### src/scv_pkg.sv
// Shared types and constants for the shifted Chebyshev V* evaluator.
// No dependencies; imported by the controller, the datapath and the top level.
`timescale 1ns / 1ps

package scv_pkg;

    localparam int X_W            = 32;   // argument width
    localparam int DEG_IN_W       = 9;    // degree field width
    localparam int OUT_W          = 48;   // result width
    localparam int DIG_W          = 24;   // multiplier digit width
    localparam int N_DIG          = OUT_W / DIG_W;
    localparam int DIG_IW         = (N_DIG > 1) ? $clog2(N_DIG) : 1;
    localparam int BIG_LOG        = 50;   // product magnitude clamp is 2^BIG_LOG
    localparam int DEF_MAX_DEGREE = 255;
    localparam int DEF_FRAC_BITS  = 28;

    localparam logic [OUT_W-1:0] OUT_MAX = {1'b0, {(OUT_W-1){1'b1}}};
    localparam logic [OUT_W-1:0] OUT_MIN = {1'b1, {(OUT_W-1){1'b0}}};

    // result source picked at the end of an item
    typedef enum logic [2:0] {
        SEL_ZERO,
        SEL_ONE,
        SEL_XZERO,
        SEL_V0,
        SEL_V1
    } t_sel;

    typedef struct packed {
        logic              load;
        logic              prep;
        logic              mul;
        logic [DIG_IW-1:0] dig;
        logic              rnd;
        logic              upd;
        logic              finish;
        t_sel              sel;
    } t_dp_cmd;

    typedef struct packed {
        logic deg_neg;
        logic x_one;
        logic x_zero;
        logic n_zero;
        logic n_one;
        logic v1_ovf;
        logic step_ovf;
        logic cnt_last;
    } t_dp_status;

endpackage

### src/scv_ctrl.sv
// Controller state machine for the shifted Chebyshev V* evaluator.
// Depends on scv_pkg (command/status structs, result select codes).
`timescale 1ns / 1ps

module scv_ctrl (
    input  logic                i_clk,
    input  logic                i_rst_n,
    input  logic                i_start,
    input  scv_pkg::t_dp_status i_status,
    output scv_pkg::t_dp_cmd    o_cmd,
    output logic                o_busy,
    output logic                o_valid
);
    import scv_pkg::*;

    typedef enum logic [2:0] {
        S_IDLE,
        S_PREP,
        S_CHECK,
        S_MUL,
        S_RND,
        S_UPD,
        S_FIN
    } t_state;

    localparam logic [DIG_IW-1:0] LAST_DIG = DIG_IW'(N_DIG - 1);

    t_state            r_state, n_state;
    t_sel              r_sel, n_sel;
    logic [DIG_IW-1:0] r_dig, n_dig;
    logic              r_valid, n_valid;
    t_dp_cmd           cmd;

    always_comb begin
        n_state = r_state;
        n_sel   = r_sel;
        n_dig   = r_dig;
        n_valid = 1'b0;
        cmd     = '0;
        cmd.sel = r_sel;
        cmd.dig = r_dig;
        case (r_state)
            S_IDLE: begin
                if (i_start) begin
                    cmd.load = 1'b1;
                    n_state  = S_PREP;
                end
            end
            S_PREP: begin
                cmd.prep = 1'b1;
                n_state  = S_CHECK;
            end
            S_CHECK: begin
                n_dig   = '0;
                n_state = S_FIN;
                if (i_status.deg_neg) begin
                    n_sel = SEL_ZERO;
                end else if (i_status.x_one) begin
                    n_sel = SEL_ONE;
                end else if (i_status.x_zero) begin
                    n_sel = SEL_XZERO;
                end else if (i_status.n_zero) begin
                    n_sel = SEL_V0;
                end else if (i_status.n_one || i_status.v1_ovf) begin
                    n_sel = SEL_V1;
                end else begin
                    n_sel   = SEL_V1;
                    n_state = S_MUL;
                end
            end
            S_MUL: begin
                cmd.mul = 1'b1;
                if (r_dig == LAST_DIG) begin
                    n_state = S_RND;
                end else begin
                    n_dig = r_dig + 1'b1;
                end
            end
            S_RND: begin
                cmd.rnd = 1'b1;
                n_state = S_UPD;
            end
            S_UPD: begin
                cmd.upd = 1'b1;
                n_dig   = '0;
                if (i_status.step_ovf || i_status.cnt_last) begin
                    n_sel   = SEL_V1;
                    n_state = S_FIN;
                end else begin
                    n_state = S_MUL;
                end
            end
            S_FIN: begin
                cmd.finish = 1'b1;
                n_valid    = 1'b1;
                n_state    = S_IDLE;
            end
            default: begin
                n_state = S_IDLE;
            end
        endcase
    end

    always_ff @(posedge i_clk) begin
        if (!i_rst_n) begin
            r_state <= S_IDLE;
            r_sel   <= SEL_ZERO;
            r_dig   <= '0;
            r_valid <= 1'b0;
        end else begin
            r_state <= n_state;
            r_sel   <= n_sel;
            r_dig   <= n_dig;
            r_valid <= n_valid;
        end
    end

    assign o_cmd   = cmd;
    assign o_busy  = (r_state != S_IDLE);
    assign o_valid = r_valid;

endmodule

### src/scv_dpath.sv
// Datapath for the shifted Chebyshev V* evaluator: operand setup, digit-serial
// multiplier, rounding, recurrence update and result register. Depends on scv_pkg.
`timescale 1ns / 1ps

module scv_dpath #(
    parameter int MAX_DEGREE = scv_pkg::DEF_MAX_DEGREE,
    parameter int FRAC_BITS  = scv_pkg::DEF_FRAC_BITS
) (
    input  logic                                i_clk,
    input  scv_pkg::t_dp_cmd                    i_cmd,
    input  logic signed [scv_pkg::X_W-1:0]      i_x_value,
    input  logic signed [scv_pkg::DEG_IN_W-1:0] i_degree,
    output scv_pkg::t_dp_status                 o_status,
    output logic signed [scv_pkg::OUT_W-1:0]    o_poly_value,
    output logic                                o_saturated
);
    import scv_pkg::*;

    localparam int DEG_W = $clog2(MAX_DEGREE + 1);
    localparam int C_W   = (DEG_W > DEG_IN_W - 1) ? DEG_W : DEG_IN_W - 1;
    localparam int A_W   = (FRAC_BITS + 4 > 35) ? FRAC_BITS + 4 : 35;
    localparam int V_W   = (A_W > OUT_W) ? A_W : OUT_W;
    localparam int ACC_W = A_W + OUT_W + 1;
    localparam int M_W   = ACC_W - FRAC_BITS;
    localparam int S_W   = BIG_LOG + 2;
    localparam int N_W   = S_W + 1;
    localparam int Z_W   = (DEG_W + FRAC_BITS + 2 > OUT_W + 1) ?
                           DEG_W + FRAC_BITS + 2 : OUT_W + 1;

    localparam logic [C_W-1:0]          C_MAXDEG = C_W'(MAX_DEGREE);
    localparam logic signed [A_W-1:0]   C_ONE    = A_W'(1) << FRAC_BITS;
    localparam logic signed [A_W-1:0]   C_TWO    = C_ONE <<< 1;
    localparam logic signed [A_W-1:0]   C_THREE  = C_ONE + C_TWO;
    localparam logic [OUT_W-1:0]        C_ONE_O  = OUT_W'(1) << FRAC_BITS;
    localparam logic [ACC_W-1:0]        C_HALF   = ACC_W'(1) << (FRAC_BITS - 1);
    localparam logic [M_W-1:0]          C_BIG    = M_W'(1) << BIG_LOG;

    // item registers
    logic signed [X_W-1:0]   r_x;
    logic                    r_neg;
    logic [DEG_W-1:0]        r_deg;
    logic [DEG_W-1:0]        r_cnt;
    // recurrence state
    logic [A_W-1:0]          r_ma;
    logic                    r_aneg;
    logic signed [OUT_W-1:0] r_v0, r_v1;
    logic [OUT_W-1:0]        r_mv1;
    logic                    r_v1neg;
    logic                    r_ovf;
    logic [ACC_W-1:0]        r_acc;
    logic signed [S_W-1:0]   r_s;
    // zero-argument result
    logic signed [OUT_W-1:0] r_zres;
    logic                    r_zsat;
    // result
    logic signed [OUT_W-1:0] r_poly;
    logic                    r_sat;

    // load: degree clamp
    logic [C_W-1:0]   deg_ext;
    logic [DEG_W-1:0] n_deg;
    assign deg_ext = C_W'(i_degree[DEG_IN_W-2:0]);
    assign n_deg   = (deg_ext > C_MAXDEG) ? DEG_W'(C_MAXDEG) : DEG_W'(deg_ext);

    // prep: a = 4x-2, V1 = 4x-3, both signs computed side by side
    logic signed [A_W-1:0] x4, a_p, a_n, v_p, v_n;
    logic                  v_over, v_under;
    logic [OUT_W-1:0]      n_v1, n_mv1;
    assign x4  = A_W'(r_x) <<< 2;
    assign a_p = x4 - C_TWO;
    assign a_n = C_TWO - x4;
    assign v_p = x4 - C_THREE;
    assign v_n = C_THREE - x4;

    always_comb begin
        v_over  = !v_p[A_W-1] && (V_W'($unsigned(v_p)) > V_W'(OUT_MAX));
        v_under =  v_p[A_W-1] && (V_W'($unsigned(v_n)) > V_W'(OUT_MIN));
        if (v_over) begin
            n_v1  = OUT_MAX;
            n_mv1 = OUT_MAX;
        end else if (v_under) begin
            n_v1  = OUT_MIN;
            n_mv1 = OUT_MIN;
        end else begin
            n_v1  = OUT_W'(v_p);
            n_mv1 = v_p[A_W-1] ? OUT_W'(v_n) : OUT_W'(v_p);
        end
    end

    // prep: x == 0 gives +/-(2n+1)
    logic [Z_W-1:0]   zm;
    logic             z_sat;
    logic [OUT_W-1:0] n_zres;
    assign zm = Z_W'({r_deg, 1'b1}) << FRAC_BITS;

    always_comb begin
        z_sat = r_deg[0] ? (zm > Z_W'(OUT_MIN)) : (zm > Z_W'(OUT_MAX));
        if (z_sat) begin
            n_zres = r_deg[0] ? OUT_MIN : OUT_MAX;
        end else begin
            n_zres = r_deg[0] ? (OUT_W'(0) - OUT_W'(zm)) : OUT_W'(zm);
        end
    end

    // mul: one digit of |V1| per cycle, rounding half preloaded
    logic [DIG_W-1:0]       digit;
    logic [A_W+DIG_W-1:0]   pp;
    logic [ACC_W-1:0]       acc_base, n_acc;
    assign digit    = r_mv1[i_cmd.dig * DIG_W +: DIG_W];
    assign pp       = r_ma * digit;
    assign acc_base = (i_cmd.dig == '0) ? C_HALF : r_acc;
    assign n_acc    = acc_base + (ACC_W'(pp) << (i_cmd.dig * DIG_W));

    // rnd: scale down, clamp magnitude, apply sign
    logic [M_W-1:0]        m_raw, m_clip;
    logic signed [S_W-1:0] n_s;
    assign m_raw  = r_acc[ACC_W-1:FRAC_BITS];
    assign m_clip = (m_raw > C_BIG) ? C_BIG : m_raw;
    assign n_s    = (r_aneg ^ r_v1neg) ? (S_W'(0) - S_W'(m_clip)) : S_W'(m_clip);

    // upd: V(k+1) = s - V(k-1), saturated
    logic signed [N_W-1:0] nv, nvn;
    logic                  u_over, u_under;
    logic [OUT_W-1:0]      n_nv, n_nmag;
    assign nv  = N_W'(r_s) - N_W'(r_v0);
    assign nvn = N_W'(r_v0) - N_W'(r_s);

    always_comb begin
        u_over  = !nv[N_W-1] && ($unsigned(nv) > N_W'(OUT_MAX));
        u_under =  nv[N_W-1] && ($unsigned(nvn) > N_W'(OUT_MIN));
        if (u_over) begin
            n_nv   = OUT_MAX;
            n_nmag = OUT_MAX;
        end else if (u_under) begin
            n_nv   = OUT_MIN;
            n_nmag = OUT_MIN;
        end else begin
            n_nv   = nv[OUT_W-1:0];
            n_nmag = nv[N_W-1] ? nvn[OUT_W-1:0] : nv[OUT_W-1:0];
        end
    end

    // finish: result select
    logic [OUT_W-1:0] n_poly;
    logic             n_sat;
    always_comb begin
        case (i_cmd.sel)
            SEL_ZERO: begin
                n_poly = '0;
                n_sat  = 1'b0;
            end
            SEL_ONE: begin
                n_poly = C_ONE_O;
                n_sat  = 1'b0;
            end
            SEL_XZERO: begin
                n_poly = r_zres;
                n_sat  = r_zsat;
            end
            SEL_V0: begin
                n_poly = r_v0;
                n_sat  = r_ovf;
            end
            SEL_V1: begin
                n_poly = r_v1;
                n_sat  = r_ovf;
            end
            default: begin
                n_poly = '0;
                n_sat  = 1'b0;
            end
        endcase
    end

    always_ff @(posedge i_clk) begin
        if (i_cmd.load) begin
            r_x   <= i_x_value;
            r_neg <= i_degree[DEG_IN_W-1];
            r_deg <= n_deg;
        end
        if (i_cmd.prep) begin
            r_aneg  <= a_p[A_W-1];
            r_ma    <= a_p[A_W-1] ? a_n : a_p;
            r_v0    <= C_ONE_O;
            r_v1    <= n_v1;
            r_mv1   <= n_mv1;
            r_v1neg <= v_p[A_W-1];
            r_ovf   <= v_over | v_under;
            r_cnt   <= r_deg - 1'b1;
            r_zres  <= n_zres;
            r_zsat  <= z_sat;
        end
        if (i_cmd.mul) begin
            r_acc <= n_acc;
        end
        if (i_cmd.rnd) begin
            r_s <= n_s;
        end
        if (i_cmd.upd) begin
            r_v0    <= r_v1;
            r_v1    <= n_nv;
            r_mv1   <= n_nmag;
            r_v1neg <= nv[N_W-1];
            r_ovf   <= u_over | u_under;
            r_cnt   <= r_cnt - 1'b1;
        end
        if (i_cmd.finish) begin
            r_poly <= n_poly;
            r_sat  <= n_sat;
        end
    end

    assign o_status.deg_neg  = r_neg;
    assign o_status.x_one    = (A_W'(r_x) == C_ONE);
    assign o_status.x_zero   = (r_x == '0);
    assign o_status.n_zero   = (r_deg == '0);
    assign o_status.n_one    = (r_deg == DEG_W'(1));
    assign o_status.v1_ovf   = r_ovf;
    assign o_status.step_ovf = u_over | u_under;
    assign o_status.cnt_last = (r_cnt == DEG_W'(1));

    assign o_poly_value = r_poly;
    assign o_saturated  = r_sat;

endmodule

### src/shifted_chebyshev_v_eval.sv
// Shifted Chebyshev polynomial of the third kind, V*n(x), in fixed point.
// The special cases (negative degree, x = 1, x = 0, n = 0, n = 1, saturated 4x-3) go
// straight from the decision to the o_valid strobe; otherwise the recurrence loop runs.
// Each recurrence step runs two 24-bit multiplier digits, then round, then update.
// A new item can be accepted in the strobe cycle; o_valid is one cycle, no stall.
// Synchronous active-low reset returns the controller to idle, strobe low.
`timescale 1ns / 1ps

module shifted_chebyshev_v_eval #(
    parameter int MAX_DEGREE = scv_pkg::DEF_MAX_DEGREE,
    parameter int FRAC_BITS  = scv_pkg::DEF_FRAC_BITS
) (
    input  logic                                i_clk,
    input  logic                                i_rst_n,
    input  logic                                start,
    output logic                                busy,
    input  logic signed [scv_pkg::X_W-1:0]      i_x_value,
    input  logic signed [scv_pkg::DEG_IN_W-1:0] i_degree,
    output logic                                o_valid,
    output logic signed [scv_pkg::OUT_W-1:0]    o_poly_value,
    output logic                                o_saturated
);
    import scv_pkg::*;

    // Controller sequences load, operand prep, special-case decision and the
    // recurrence loop; datapath holds all operands and the result register.
    t_dp_cmd    cmd;
    t_dp_status status;

    scv_ctrl u_ctrl (
        .i_clk    (i_clk),
        .i_rst_n  (i_rst_n),
        .i_start  (start),
        .i_status (status),
        .o_cmd    (cmd),
        .o_busy   (busy),
        .o_valid  (o_valid)
    );

    // Recurrence V(k+1) = (4x-2)V(k) - V(k-1); product rounded half away
    // from zero, clamped at 2^50, each new V saturated to 48 bits.
    scv_dpath #(
        .MAX_DEGREE (MAX_DEGREE),
        .FRAC_BITS  (FRAC_BITS)
    ) u_dpath (
        .i_clk        (i_clk),
        .i_cmd        (cmd),
        .i_x_value    (i_x_value),
        .i_degree     (i_degree),
        .o_status     (status),
        .o_poly_value (o_poly_value),
        .o_saturated  (o_saturated)
    );

endmodule

### config.mk
export PLATFORM = sky130hd
export DESIGN_NAME = shifted_chebyshev_v_eval
export DESIGN_NICKNAME = d
export VERILOG_FILES = /design/src/scv_pkg.sv /design/src/scv_ctrl.sv /design/src/scv_dpath.sv /design/src/shifted_chebyshev_v_eval.sv
export SDC_FILE = /design/constraint.sdc
export NUM_CORES = 2
export LEC_CHECK = 0
export BUFFER_PORTS_ARGS = -buffer_cell sky130_fd_sc_hd__buf_4
export CELL_PAD_IN_SITES_DETAIL_PLACEMENT = 0
export CELL_PAD_IN_SITES_GLOBAL_PLACEMENT = 1
export CORE_MARGIN = 5
export CORE_UTILIZATION = 52
export DETAILED_ROUTE_END_ITERATION = 10
export PLACE_DENSITY = 0.81
export SKIP_LAST_GASP = 1
export SYNTH_ARGS = -nofsm -noshare
export SYNTH_HDL_FRONTEND = slang
export SYNTH_SLANG_ARGS = --single-unit
### constraint.sdc
create_clock -name i_clk -period 15.6 [get_ports i_clk]
set_clock_uncertainty 0.2 [all_clocks]
set_input_delay 3.12 -clock i_clk [delete_from_list [all_inputs] [get_ports i_clk]]
set_output_delay 3.12 -clock i_clk [all_outputs]
set_load 0.01 [all_outputs]
==> flow_metrics.tcl <==
set metrics [dict create \
    dpl.hpwl_um 157100 \
    placed_area_um2 58690 \
    floorplan.die_area_um2 116000 \
    placeableCoreArea_um2 108700 \
    critPathKind "flop to flop" \
    maxCapViolCount 0 \
    area_growth_pct 6.354 \
    final-hold-violation-count 0 \
    outcome "complete, no violations" \
    number_of_clock_sinks 427 \
    timing.critical_path.slowest_stage_cell "sky130_fd_sc_hd__mux2_2" \
    grt_antenna_before_repair 3 \
    globalplace.congestion 0.9880 \
    global_route_wire_length_before_repair_um 298100 \
    yosys-top-cells-area "sky130_fd_sc_hd__fa_1 24%, sky130_fd_sc_hd__edfxtp_1 22%, sky130_fd_sc_hd__ha_1 8.3%" \
    global_route.usage.total 0.3386 \
    synthDominantAreaCellType "sky130_fd_sc_hd__fa_1" \
    final.period_utilization 0.8539 \
    postcts_resize_cnt 0 \
    htree_num_levels 2 \
    synth.top_cells.by_count "921 x sky130_fd_sc_hd__inv_1, 750 x sky130_fd_sc_hd__nand2_1, 683 x sky130_fd_sc_hd__fa_1, 419 x sky130_fd_sc_hd__edfxtp_1, 387 x sky130_fd_sc_hd__a21oi_1" \
    cts_buffers 51 \
    die_width_um 340.6 \
    worstMarginPinSlew_ns 1.185 \
    timing.final.crit_period_ns 13.32 \
    critPathArrivalTime_ns 13.49 \
    routed_wl_um 197400 \
    setup_repair_bufs_after_cts 0 \
    number_of_global_route_vias_before_repair 46503 \
    port_buffers 94 \
    worstSkewPairLatency_ns 0.67 \
    hold_path.class "flop to flop" \
    number_of_design_rule_violations_left_by_the_first_detailed_router_iteration 4196 \
    ys.flop_type "sky130_fd_sc_hd__edfxtp_1" \
    synthMostInstantiatedCell "sky130_fd_sc_hd__inv_1" \
    hold_buffers_post_cts 0 \
    crit_buf_inv 6 \
    synthesis.yosys.warnings 0 \
    netlist-cell-type-count 99 \
    netlist.area_leader.share 0.2406 \
    cp-end-kind "flop" \
    clock.fmax_mhz 75.07 \
    drc 0 \
    slew_viol_final 0 \
    floorplan.initialDensity 0.5228 \
    maximum_number_of_pins_on_one_net_before_global_route_repair 92 \
    cts.reportedPaths.clkPinSlew_ns 0.06 \
    drt.antenna.violating_nets 0 \
    cp_slowest_stage_delay_ns 0.83 \
    first_pass_iteration_count_of_the_detailed_router 8 \
    final_cell_area_um2 60440 \
    synth_area_per_cell_um2 9.004 \
    crit_family "adder cells" \
    relSlewSlack 0.2046 \
    ctsRootBufferMaster "sky130_fd_sc_hd__clkbuf_16" \
    nets_final 7310 \
    globalRouteOverflowTotal 0 \
    setup_total_negative_slack_ns 0 \
    post_syn_area_um2 56830 \
    clock_path_buffers 3 \
    routed-via-count 46253 \
    n_fill_cell 9924 \
    cp_common_cell "sky130_fd_sc_hd__fa_1" \
    unrepaired_setup_endpoints_after_global_routing "no" \
    synthesis.instances 6311 \
    synth-edff-count 419 \
    avgViaCountPerCell 6.037 \
    critical_path_fanouts_max 54 \
    drive_above_1_share 0.05572 \
    synth_sequential_area_ratio 0.2242 \
    number_of_top_level_design_ports 95 \
    routedWlPerCell_um 25.76 \
    fp.dieH_um 340.6 \
    synth.ff_latch_count 427 \
    tritoncts_clock_tree "built" \
    finalSetupViolations 0 \
    synth_async_sr_flop_share 0 \
    crit_path_start_kind "flop" \
    std_cell_rows 121 \
    cp_data_required_time_ns 15.77 \
]
-- cell families (layout without fill, tap and decap cells) --
kind of cell               count (synthesis)  in the layout  share of synthesized area
and+or+nand+nor                         1973           1973                     0.1713
AOI/OAI and AO/OA                       1202           1202                     0.1341
adders and majority gates               1062           1062                     0.3241
xor gates and xnor gates                 330            330                    0.05086
muxes                                     59             59                    0.01099
other                                      1              6                 0.00006599
DFF                                      427            427                     0.2242
buffers and inverters                   1257           1189                    0.08433
-- state kept, by name (all words and copies together) (netlist names), 3 cells and up --
register	flops
u_dpath.r_acc	81
u_dpath.r_s	52
u_dpath.o_poly_value	48
u_dpath.r_v0	48
u_dpath.r_v1	48
u_dpath.r_mv1	47
u_dpath.r_ma	33
u_dpath.r_x	32
u_dpath.r_zres	9
u_dpath.r_cnt	8
u_dpath.r_deg	8
u_ctrl.r_sel	3
u_ctrl.r_state	3
-- worst reg2reg max path: cells and delay by family, from the launching register on --
kind	cells	cell delay [ns]
buffers and inverters	6	0.86
AOI/OAI and AO/OA	13	3.57
xor gates and xnor gates	2	0.28
adders and majority gates	9	4.45
and+or+nand+nor	8	1.91
DFF	1	0.57
muxes	2	1.18
-- final cells by class --
class                           count  area, um2  share of cell area
Clock inverter                     30      364.1            0.006024
Tap cell                         1414       1769             0.02927
Sequential cell                   427      12750              0.2109
Timing Repair Buffer              173       1299             0.02149
Inverter                          922       3466             0.05735
Multi-Input combinational cell   4629      39410              0.6521
Antenna cell                        3      7.507           0.0001242
Clock buffer                       64       1376             0.02277
-- stage by stage --
step                      setup WS (ns)    util  cells  hold WS (ns)
after floorplan                   4.088       -   6313        0.2550
after global placement            2.685  0.5399   7565        0.3369
after detailed placement          2.408  0.5399   7565        0.3364
after CTS                         2.372  0.5559   7659        0.3381
after global routing              1.471  0.5559   7659        0.3691
final                             2.280  0.5560   7662        0.3564
-- cell usage in the layout (no fill, tap or decap), drive strengths merged, types with 14 or more instances in the layout --
cell and instances:
a211oi 36, a21boi 14, a21o 106, a21oi 391, a221o 18, a22o 29
a311oi 14, a31oi 33, and2 374, and3 77, buf 173, clkbuf 64
clkinv 17, edfxtp 419, fa 683, ha 379, inv 925, mux2 27
mux2i 32, nand2 750, nand2b 32, nand3 59, nand4 72, nor2 304
nor2b 123, nor3 70, nor4 22, o211ai 32, o21a 37, o21ai 290
o21bai 32, o221ai 18, o31ai 40, or3 29, xnor2 202, xor2 128
-- per-layer routing --
metal  vias up  share of wire  wire [um]  global-route usage
met5         -        0.00016         31                   0
met4         4          0.048       9504              0.1309
met3       385          0.095      18700             0.08979
met2      1987           0.44      86030              0.5136
met1     23264           0.42      83110              0.4676
li1      20613              -          -                   -
-- path summary, 6_finish.rpt --
check | start | to | slack, ns | depth (start not counted)
worst max-delay path | u_ctrl.r_dig$_SDFFE_PN0P_ | u_dpath.r_acc[83]$_DFFE_PP_ | 2.28 | 40
worst min-delay path | u_dpath.r_v1[33]$_DFFE_PP_ | u_dpath.o_poly_value[33]$_SDFFCE_PN0P_ | 0.36 | 2
worst max register to register | u_ctrl.r_dig$_SDFFE_PN0P_ | u_dpath.r_acc[83]$_DFFE_PP_ | 2.28 | 40
worst min register to register | u_dpath.r_v1[33]$_DFFE_PP_ | u_dpath.o_poly_value[33]$_SDFFCE_PN0P_ | 0.36 | 2
Power is not shown: default switching activity piles up to over one toggle a cycle in this logic, so the estimate is an artifact.
